$ cat src/rtl/assert_macros.svh
// Assertion macros used by cafc_core.
// Expects signals clk and arst_n in the including module.
`ifndef ASSERT_MACROS_SVH
`define ASSERT_MACROS_SVH

// Same-cycle implication, disabled while in reset.
`define ASSERT_NOW(label, ante, cons) \
	label: assert property (@(posedge clk) disable iff (!arst_n) (ante) |-> (cons)) \
		else $error("assertion failed");

// Next-cycle implication, disabled while in reset.
`define ASSERT_NEXT(label, ante, cons) \
	label: assert property (@(posedge clk) disable iff (!arst_n) (ante) |=> (cons)) \
		else $error("assertion failed");

`endif

$ cat src/rtl/cafc_pkg.sv
// Package for the credit/ack flow control block: beat types, config struct,
// register indexes and default parameters. No dependencies.
package cafc_pkg;

	localparam int NUM_VC_DEF         = 4;
	localparam int ACK_FIELD_BITS_DEF = 8;

	localparam int CNT_W   = 7;
	localparam int OUT_MAX = 127;
	localparam int CFG_W   = 7;
	localparam int IDX_W   = 2;

	localparam logic [IDX_W-1:0] REG_BUFFER_CAPACITY = 2'd0;
	localparam logic [IDX_W-1:0] REG_PACKET_SIZE     = 2'd1;
	localparam logic [IDX_W-1:0] REG_ACK_ENABLED     = 2'd2;

	localparam logic [CNT_W-1:0] CAPACITY_RST = 7'd16;
	localparam logic [CNT_W-1:0] PKT_SIZE_RST = 7'd9;

	typedef struct packed {
		logic        send_valid;
		logic [1:0]  send_vc;
		logic        owe_valid;
		logic [1:0]  owe_vc;
		logic        rx_ack_valid;
		logic        rx_ack_upper_half;
		logic [15:0] rx_ack_counts;
	} in_item_t;

	typedef struct packed {
		logic        ack_out_valid;
		logic        ack_out_upper_half;
		logic [15:0] ack_out_counts;
		logic [3:0]  ready_mask;
	} out_item_t;

	typedef struct packed {
		logic [CNT_W-1:0] buffer_capacity;
		logic [CNT_W-1:0] packet_size;
		logic             ack_enabled;
	} cfg_t;

endpackage

$ cat src/rtl/credit_ack_flow_control.sv
// Top level of the credit/ack flow control block: input and result registers.
// Depends on cafc_pkg, cafc_cfg_regs and cafc_core.
//
// Usage:
//   Input channel in_valid/in_stall/in_data carries one beat per router cycle while in_stall is low:
//   the sent flit, the owed ack and any received ack flit. Output channel
//   out_valid/out_stall/out_data returns one beat per input beat: the ack
//   flit to send (if any) and the per-VC ready mask after the update.
//   Config: cfg_we/cfg_index/cfg_data write buffer_capacity (0),
//   packet_size (1) and ack_enabled (2); write only while the block is idle.
// Path: an accepted beat is registered in the input stage; its result is
//   registered when the result stage advances and shows on out_data from then on.
// Throughput: one beat per cycle while out_stall is low; the per-VC state
//   update is a single pass of logic between the input stage and the result register.
// Reset: counts and owed acks clear, ready flags set, half select to the
//   lower half, registers to 16 / 9 / 1; no beats are held.
// Stall: a stalled result holds; the input stage keeps one more beat, and
//   in_stall rises only when both stages are full.
module credit_ack_flow_control #(
	parameter int NUM_VC         = cafc_pkg::NUM_VC_DEF,
	parameter int ACK_FIELD_BITS = cafc_pkg::ACK_FIELD_BITS_DEF
) (
	input  logic                       clk,
	input  logic                       arst_n,
	input  logic                       in_valid,
	output logic                       in_stall,
	input  cafc_pkg::in_item_t         in_data,
	output logic                       out_valid,
	input  logic                       out_stall,
	output cafc_pkg::out_item_t        out_data,
	input  logic                       cfg_we,
	input  logic [cafc_pkg::IDX_W-1:0] cfg_index,
	input  logic [cafc_pkg::CFG_W-1:0] cfg_data
);
	import cafc_pkg::*;

	cfg_t      cfg;
	in_item_t  item_s1;
	logic      valid_s1;
	out_item_t res_s2;
	logic      valid_s2;
	out_item_t res_n;
	logic      adv;
	logic      commit;

	assign adv      = !valid_s2 || !out_stall;
	assign commit   = adv && valid_s1;
	assign in_stall = valid_s1 && !adv;

	cafc_cfg_regs u_cfg (
		.clk      (clk),
		.arst_n   (arst_n),
		.cfg_we   (cfg_we),
		.cfg_index(cfg_index),
		.cfg_data (cfg_data),
		.cfg      (cfg)
	);

	cafc_core #(
		.NUM_VC        (NUM_VC),
		.ACK_FIELD_BITS(ACK_FIELD_BITS)
	) u_core (
		.clk   (clk),
		.arst_n(arst_n),
		.cfg   (cfg),
		.item  (item_s1),
		.commit(commit),
		.result(res_n)
	);

	always_ff @(posedge clk or negedge arst_n) begin
		if (!arst_n) begin
			valid_s1 <= 1'b0;
			valid_s2 <= 1'b0;
		end else begin
			if (in_valid && !in_stall)
				valid_s1 <= 1'b1;
			else if (adv)
				valid_s1 <= 1'b0;
			if (adv)
				valid_s2 <= valid_s1;
		end
	end

	always_ff @(posedge clk) begin
		if (in_valid && !in_stall)
			item_s1 <= in_data;
		if (commit)
			res_s2 <= res_n;
	end

	assign out_valid = valid_s2;
	assign out_data  = res_s2;

endmodule

$ cat src/rtl/cafc_cfg_regs.sv
// Configuration registers of the credit/ack flow control block.
// Depends on cafc_pkg.
module cafc_cfg_regs (
	input  logic                      clk,
	input  logic                      arst_n,
	input  logic                      cfg_we,
	input  logic [cafc_pkg::IDX_W-1:0] cfg_index,
	input  logic [cafc_pkg::CFG_W-1:0] cfg_data,
	output cafc_pkg::cfg_t            cfg
);
	import cafc_pkg::*;

	cfg_t cfg_q;

	always_ff @(posedge clk or negedge arst_n) begin
		if (!arst_n) begin
			cfg_q.buffer_capacity <= CAPACITY_RST;
			cfg_q.packet_size     <= PKT_SIZE_RST;
			cfg_q.ack_enabled     <= 1'b1;
		end else if (cfg_we) begin
			case (cfg_index)
				REG_BUFFER_CAPACITY: cfg_q.buffer_capacity <= cfg_data;
				REG_PACKET_SIZE:     cfg_q.packet_size     <= cfg_data;
				REG_ACK_ENABLED:     cfg_q.ack_enabled     <= cfg_data[0];
				default: ;
			endcase
		end
	end

	assign cfg = cfg_q;

endmodule

$ cat src/rtl/cafc_core.sv
// Per-VC credit state and next-state logic; produces one result per beat.
// Depends on cafc_pkg and assert_macros.svh.
module cafc_core #(
	parameter int NUM_VC         = cafc_pkg::NUM_VC_DEF,
	parameter int ACK_FIELD_BITS = cafc_pkg::ACK_FIELD_BITS_DEF
) (
	input  logic                 clk,
	input  logic                 arst_n,
	input  cafc_pkg::cfg_t       cfg,
	input  cafc_pkg::in_item_t   item,
	input  logic                 commit,
	output cafc_pkg::out_item_t  result
);
	import cafc_pkg::*;
	`include "assert_macros.svh"

	localparam int HALF_LO = NUM_VC / 2;
	localparam int MASK_N  = (NUM_VC < 4) ? NUM_VC : 4;
	localparam logic [15:0] FIELD_MAX = 16'((32'd1 << ACK_FIELD_BITS) - 32'd1);

	logic [CNT_W-1:0]          outst_q [NUM_VC];
	logic [ACK_FIELD_BITS-1:0] owed_q  [NUM_VC];
	logic [NUM_VC-1:0]         ready_q;
	logic                      half_q;

	logic [CNT_W-1:0]          outst_n [NUM_VC];
	logic [ACK_FIELD_BITS-1:0] owed_n  [NUM_VC];
	logic [NUM_VC-1:0]         ready_n;
	logic                      half_n;

	logic        send_ack;
	logic        any_owed;
	logic [15:0] lo_pack;
	logic [15:0] hi_pack;
	logic [15:0] dec     [HALF_LO];

	always_comb begin
		logic [31:0]      acc_lo;
		logic [31:0]      acc_hi;
		logic             in_half;
		logic [15:0]      d;
		logic [CNT_W-1:0] o;
		logic             changed;

		send_ack = !item.send_valid && cfg.ack_enabled;
		changed  = (item.send_valid && cfg.ack_enabled) || item.rx_ack_valid;
		half_n   = send_ack ? !half_q : half_q;

		acc_lo   = '0;
		acc_hi   = '0;
		any_owed = 1'b0;
		for (int v = 0; v < NUM_VC; v++) begin
			in_half = half_q ? (v >= HALF_LO) : (v < HALF_LO);
			if (in_half && owed_q[v] != '0)
				any_owed = 1'b1;
			if (v < HALF_LO) begin
				if (v * ACK_FIELD_BITS < 16)
					acc_lo = acc_lo | (32'(owed_q[v]) << (v * ACK_FIELD_BITS));
			end else begin
				if ((v - HALF_LO) * ACK_FIELD_BITS < 16)
					acc_hi = acc_hi | (32'(owed_q[v]) << ((v - HALF_LO) * ACK_FIELD_BITS));
			end
		end
		lo_pack = acc_lo[15:0];
		hi_pack = acc_hi[15:0];

		for (int i = 0; i < HALF_LO; i++) begin
			if (i * ACK_FIELD_BITS < 16)
				dec[i] = (item.rx_ack_counts >> (i * ACK_FIELD_BITS)) & FIELD_MAX;
			else
				dec[i] = '0;
		end

		for (int v = 0; v < NUM_VC; v++) begin
			in_half = half_q ? (v >= HALF_LO) : (v < HALF_LO);

			owed_n[v] = (send_ack && in_half) ? '0 : owed_q[v];
			if (item.owe_valid && int'(item.owe_vc) == v && owed_n[v] != '1)
				owed_n[v] = owed_n[v] + 1'b1;

			o = outst_q[v];
			if (item.send_valid && cfg.ack_enabled && int'(item.send_vc) == v
				&& o != CNT_W'(OUT_MAX))
				o = o + 1'b1;

			d = '0;
			if (item.rx_ack_upper_half) begin
				if (v >= HALF_LO && v < 2 * HALF_LO)
					d = dec[v - HALF_LO];
			end else begin
				if (v < HALF_LO)
					d = dec[v];
			end
			if (item.rx_ack_valid) begin
				if (16'(o) > d)
					o = o - d[CNT_W-1:0];
				else
					o = '0;
			end
			outst_n[v] = o;

			if (changed && cfg.ack_enabled)
				ready_n[v] = {1'b0, cfg.buffer_capacity} >=
					({1'b0, o} + {1'b0, cfg.packet_size});
			else
				ready_n[v] = ready_q[v];
		end

		result = '0;
		if (send_ack && any_owed) begin
			result.ack_out_valid      = 1'b1;
			result.ack_out_upper_half = half_q;
			result.ack_out_counts     = half_q ? hi_pack : lo_pack;
		end
		for (int v = 0; v < MASK_N; v++)
			result.ready_mask[v] = !cfg.ack_enabled || ready_n[v];
	end

	always_ff @(posedge clk or negedge arst_n) begin
		if (!arst_n) begin
			for (int v = 0; v < NUM_VC; v++) begin
				outst_q[v] <= '0;
				owed_q[v]  <= '0;
			end
			ready_q <= '1;
			half_q  <= 1'b0;
		end else if (commit) begin
			for (int v = 0; v < NUM_VC; v++) begin
				outst_q[v] <= outst_n[v];
				owed_q[v]  <= owed_n[v];
			end
			ready_q <= ready_n;
			half_q  <= half_n;
		end
	end

	`ASSERT_NEXT(a_half_flips, commit && send_ack, half_q != $past(half_q))
	`ASSERT_NEXT(a_half_holds, commit && item.send_valid, half_q == $past(half_q))
	`ASSERT_NOW(a_ack_only_idle, result.ack_out_valid, !item.send_valid && cfg.ack_enabled)

endmodule

$ cat config.mk
export PLATFORM = sky130hd
export DESIGN_NAME = credit_ack_flow_control
export DESIGN_NICKNAME = d
export VERILOG_FILES = /design/src/rtl/cafc_pkg.sv /design/src/rtl/credit_ack_flow_control.sv /design/src/rtl/cafc_cfg_regs.sv /design/src/rtl/cafc_core.sv
export VERILOG_INCLUDE_DIRS = /design/src /design/src/rtl
export SDC_FILE = /design/constraint.sdc
export NUM_CORES = 1
export LEC_CHECK = 0
export BUFFER_PORTS_ARGS = -buffer_cell sky130_fd_sc_hd__buf_2
export CORE_ASPECT_RATIO = 0.9
export CORE_MARGIN = 10
export CORE_UTILIZATION = 35
export DETAILED_ROUTE_END_ITERATION = 10
export GPL_TIMING_DRIVEN = 1
export SETUP_SLACK_MARGIN = 0.2
export SLEW_MARGIN = 15
export SYNTH_ARGS = -nofsm -noshare
export SYNTH_HDL_FRONTEND = slang
export SYNTH_HIERARCHICAL = 1
export SYNTH_SLANG_ARGS = --single-unit
export TNS_END_PERCENT = 50
$ cat constraint.sdc
create_clock -name clk -period 6.2 [get_ports clk]
set_input_delay 0.62 -clock clk [delete_from_list [all_inputs] [get_ports clk]]
set_output_delay 0.62 -clock clk [all_outputs]
set_load 0.03 [all_outputs]
==> results.py <==
metrics = {
    "synth": {
        "synth.net_count": 1206,
        "synth_top_cell_by_area": "dfrtp_1",
        "synth_compound_area_share_pct": 16.7,
        "synthAdderAreaFrac_pct": 13.0,
        "synth_top_area_share_pct": 18.4,
        "synth_top_family_by_area": "simple AND/OR/NAND/NOR gates",
        "synthMuxAreaShare_pct": 5.10,
        "yosysWarnings": 6,
        "synth_area_um2": 10100,
        "seq_area_frac_synth_pct": 34.2,
        "synth-xor-area-share_pct": 5.66,
        "synthArstFlopShare_pct": 64.1,
        "yosys-top-cells-area": "dfrtp_1 (18%), edfxtp_1 (14%), ha_1 (11%)",
        "syn_area_per_cell_um2": 9.42,
        "synthSimpleGateAreaFrac_pct": 21.5,
        "synthCells": 1068,
        "ys_seq_elements": 128,
        "synth_cell_types": 91,
        "ys.flop_type": "dfrtp_1",
        "synth_edf_count": 46,
    },
    "timing": {
        "final.min_clock_period_ns": 5.68,
        "drv_slew": 0,
        "hold_ws_ns": 0.143,
        "finalSetupViolations": 0,
        "timing.fmax_mhz": 176,
        "tightest_slew_ns": 1.11,
        "finalClockSkew_ns": 0.0134,
        "finalCritPeriodShare_pct": 91.7,
        "fin_tns_setup_ns": 0,
        "rsz0062_at_grt": "true",
        "final-hold-violation-count": 0,
        "relSlewSlack_pct": 25.9,
    },
    "critical_path": {
        "crit_top_cell": "ha_1",
        "end_kind": "flip-flop",
        "slowest_stage": "dfrtp_1",
        "critical_path_class": "flip-flop to flip-flop",
        "crit_fanout": 12,
        "critical-path-max-stage-delay_ns": 0.48,
        "critPathRequiredTime_ns": 6.40,
        "path_cells": "nand4_1, o21ai_4, xnor2_1, ha_1, fa_1, nand2b_1, a21o_1, a21oi_1, nand2_2, o2bb2ai_1, ha_1, nor2b_1, o21a_1, o21ai_1, or4b_1, o311a_1, ha_1, nand4_1, a21oi_1, o22ai_1, o311ai_0",
        "cp-start-kind": "flip-flop",
        "arrival_ns": 5.88,
    },
    "detailed_routing": {
        "ant_nets": 0,
        "vias": 8319,
        "drt_iter0_markers": 609,
        "wl_per_cell_um": 17.5,
        "first_pass_iters": 5,
        "vias_per_cell": 5.55,
        "drc": 0,
        "wirelength_um": 26300,
    },
    "layout": {
        "nets": 1261,
        "ff_latch_area_um2": 3440,
        "n_fill_cell": 2786,
        "layout_common_cells": "nand2_1 (105), ha_1 (92), dfrtp_1 (74), nor2_1 (61), buf_2 (60)",
        "utilization_pct": 40.6,
        "area_growth_pct": 13.7,
        "drive_above_1_share_pct": 16.2,
        "multi_input_area_um2": 6310,
        "layoutNonFillerInstCount": 1498,
        "final_common_cell": "nand2_1",
    },
    "power": {
        "vdd_ir_drop_max_v": 0.000255,
        "p_leak_nw": 4.74,
        "power_density_nw_per_um2": 453,
        "clockPowerShare_pct": 20.5,
        "power_switching_mw": 2.31,
        "power_mw": 5.18,
        "pwr-share-seq_pct": 26.0,
        "comb_power_share_pct": 53.4,
        "p_int_mw": 2.88,
        "sw_frac_of_total_pct": 44.5,
    },
    "cts": {
        "hold_buffers": 0,
        "cts_buffer_depth": 2,
        "cts-buffers-inserted": 17,
        "clock_latency_ns": 0.43,
        "htree_num_levels": 4,
        "cts_num_sinks": 128,
        "cts_root_buf": "clkbuf_16",
        "clk_pin_slew_ns": 0.07,
        "cts_tree": "built",
    },
    "status": {
        "status": "finished clean",
    },
    "die": {
        "die_y_um": 181,
        "placementRows": 58,
        "start_util_pct": 35.7,
        "die_area_um2": 35900,
        "core_area_um2": 28200,
        "die_w_um": 199,
        "ios": 62,
    },
    "grt": {
        "antenna_found_initial": 2,
        "first_global_vias": 8002,
        "grt_pass1_wl_um": 42400,
        "grt_usage_pct": 14.6,
        "grt_max_degree": 56,
        "grt-ovfl-total": 0,
    },
    "place": {
        "port_buffers": 61,
        "dp_hpwl_um": 19800,
        "gp_congestion": 0.875,
        "dp_cells": 1460,
    },
    "flow_run": {
        "drv_cap": 0,
    },
    "worst_hold_path": {
        "min_path_type": "input port to asynchronous set/reset pin",
    },
}
[synth_stat cells (10+ instances only)]
master and instances:
nand4_1 25, mux2_2 17, nand2b_1 25, and2_1 12
clkbuf_1 19, dfrtp_1 74, o21ai_0 37, buf_2 10
xor2_1 40, xnor2_1 25, inv_1 48, nor4_1 17
o22ai_1 14, o21a_1 12, mux2i_1 31, nand2_1 106
edfxtp_1 46, a211oi_1 11, nor2b_1 18, a21o_1 10
ha_1 92, o311ai_0 17, nor2_1 61, nor3_1 24
nand3_1 44, or2_2 10, o2bb2ai_1 13, a21oi_1 42
[sequential cells by signal, summed over array words and instances (netlist names)]
name            count
item_s1            24
out_data           22
out_valid           1
u_cfg/cfg          15
u_core/half_q       1
u_core/outst_q     28
u_core/owed_q      32
u_core/ready_q      4
valid_s1            1
[cells by family (layout without fill, tap and decap cells)]
family	Yosys count	in the layout
other	0	2
AO/OA/AOI/OAI	237	237
multiplexers	49	49
adder cells (fa/ha/maj)	100	100
AND/OR/NAND/NOR	399	399
flip-flops	128	128
XOR/XNOR	65	65
buffers and inverters	90	158
[stage by stage]
stage,setup WS (ns),cell area (um^2)
floorplan,1.11,10100
global placement,0.415,10700
detailed placement,0.260,10700
CTS,0.224,11300
global route,0.109,11400
finish,0.517,11400
[routing by layer]
| layer | wire, um | GRT usage [%] |
|---|---|---|
| met5 | 0 | 0 |
| met4 | 190 | 3.69 |
| met3 | 1350 | 2.99 |
| met2 | 11800 | 22.5 |
| met1 | 13000 | 20.3 |
[worst max-delay path, delay by kind of cell (launching register included)]
family / cells / cell delay (ns)
and+or+nand+nor: 6 / 1.40
adders and majority gates: 4 / 1.27
DFF: 1 / 0.48
AOI/OAI and AO/OA: 10 / 2.14
xor gates and xnor gates: 1 / 0.13
[path summary, 6_finish.rpt]
kind / start / end / slack [ns] / depth (start not counted)
hold reg to reg: u_core/ready_q[1]$_DFFE_PN1P_ / u_core/ready_q[1]$_DFFE_PN1P_ / 0.47 / 2
hold / removal: arst_n / u_cfg/cfg[9]$_DFFE_PN0P_ / 0.14 / 1
setup / recovery: u_core/outst_q[26]$_DFFE_PN0P_ / out_data[0]$_DFFE_PP_ / 0.52 / 21
setup reg to reg: u_core/outst_q[26]$_DFFE_PN0P_ / out_data[0]$_DFFE_PP_ / 0.52 / 21
min in group clk: in_data[9] / item_s1[9]$_DFFE_PP_ / 0.36 / 1
max in group asynchronous: arst_n / u_core/owed_q[25]$_DFFE_PN0P_ / 4.98 / 2
[power groups by stage]
stage               Sequential, mW  Combinational [mW]  Clock, mW
finish                        1.35                2.77       1.06
global route                  1.38                3.13       1.13
CTS                           1.34                2.71       1.09
detailed placement            1.36                2.69          0
global placement              1.36                2.63          0
floorplan                     1.26                2.15          0
[timing repair]
action,4_1_cts,5_1_grt
buffers inserted,0,4
gates resized for setup,0,16
setup endpoints to repair,0,6
[layout make-up]
| cell class | count | area share, % |
|---|---|---|
| clock inverter | 15 | 1.61 |
| antenna | 2 | 0.0438 |
| tap | 360 | 3.94 |
| clock buffer | 17 | 3.72 |
| inverter | 49 | 1.61 |
| timing repair buffer | 77 | 3.74 |
| multi-input combinational | 850 | 55.2 |
| sequential | 128 | 30.1 |
(Power assumes the default switching activity.)
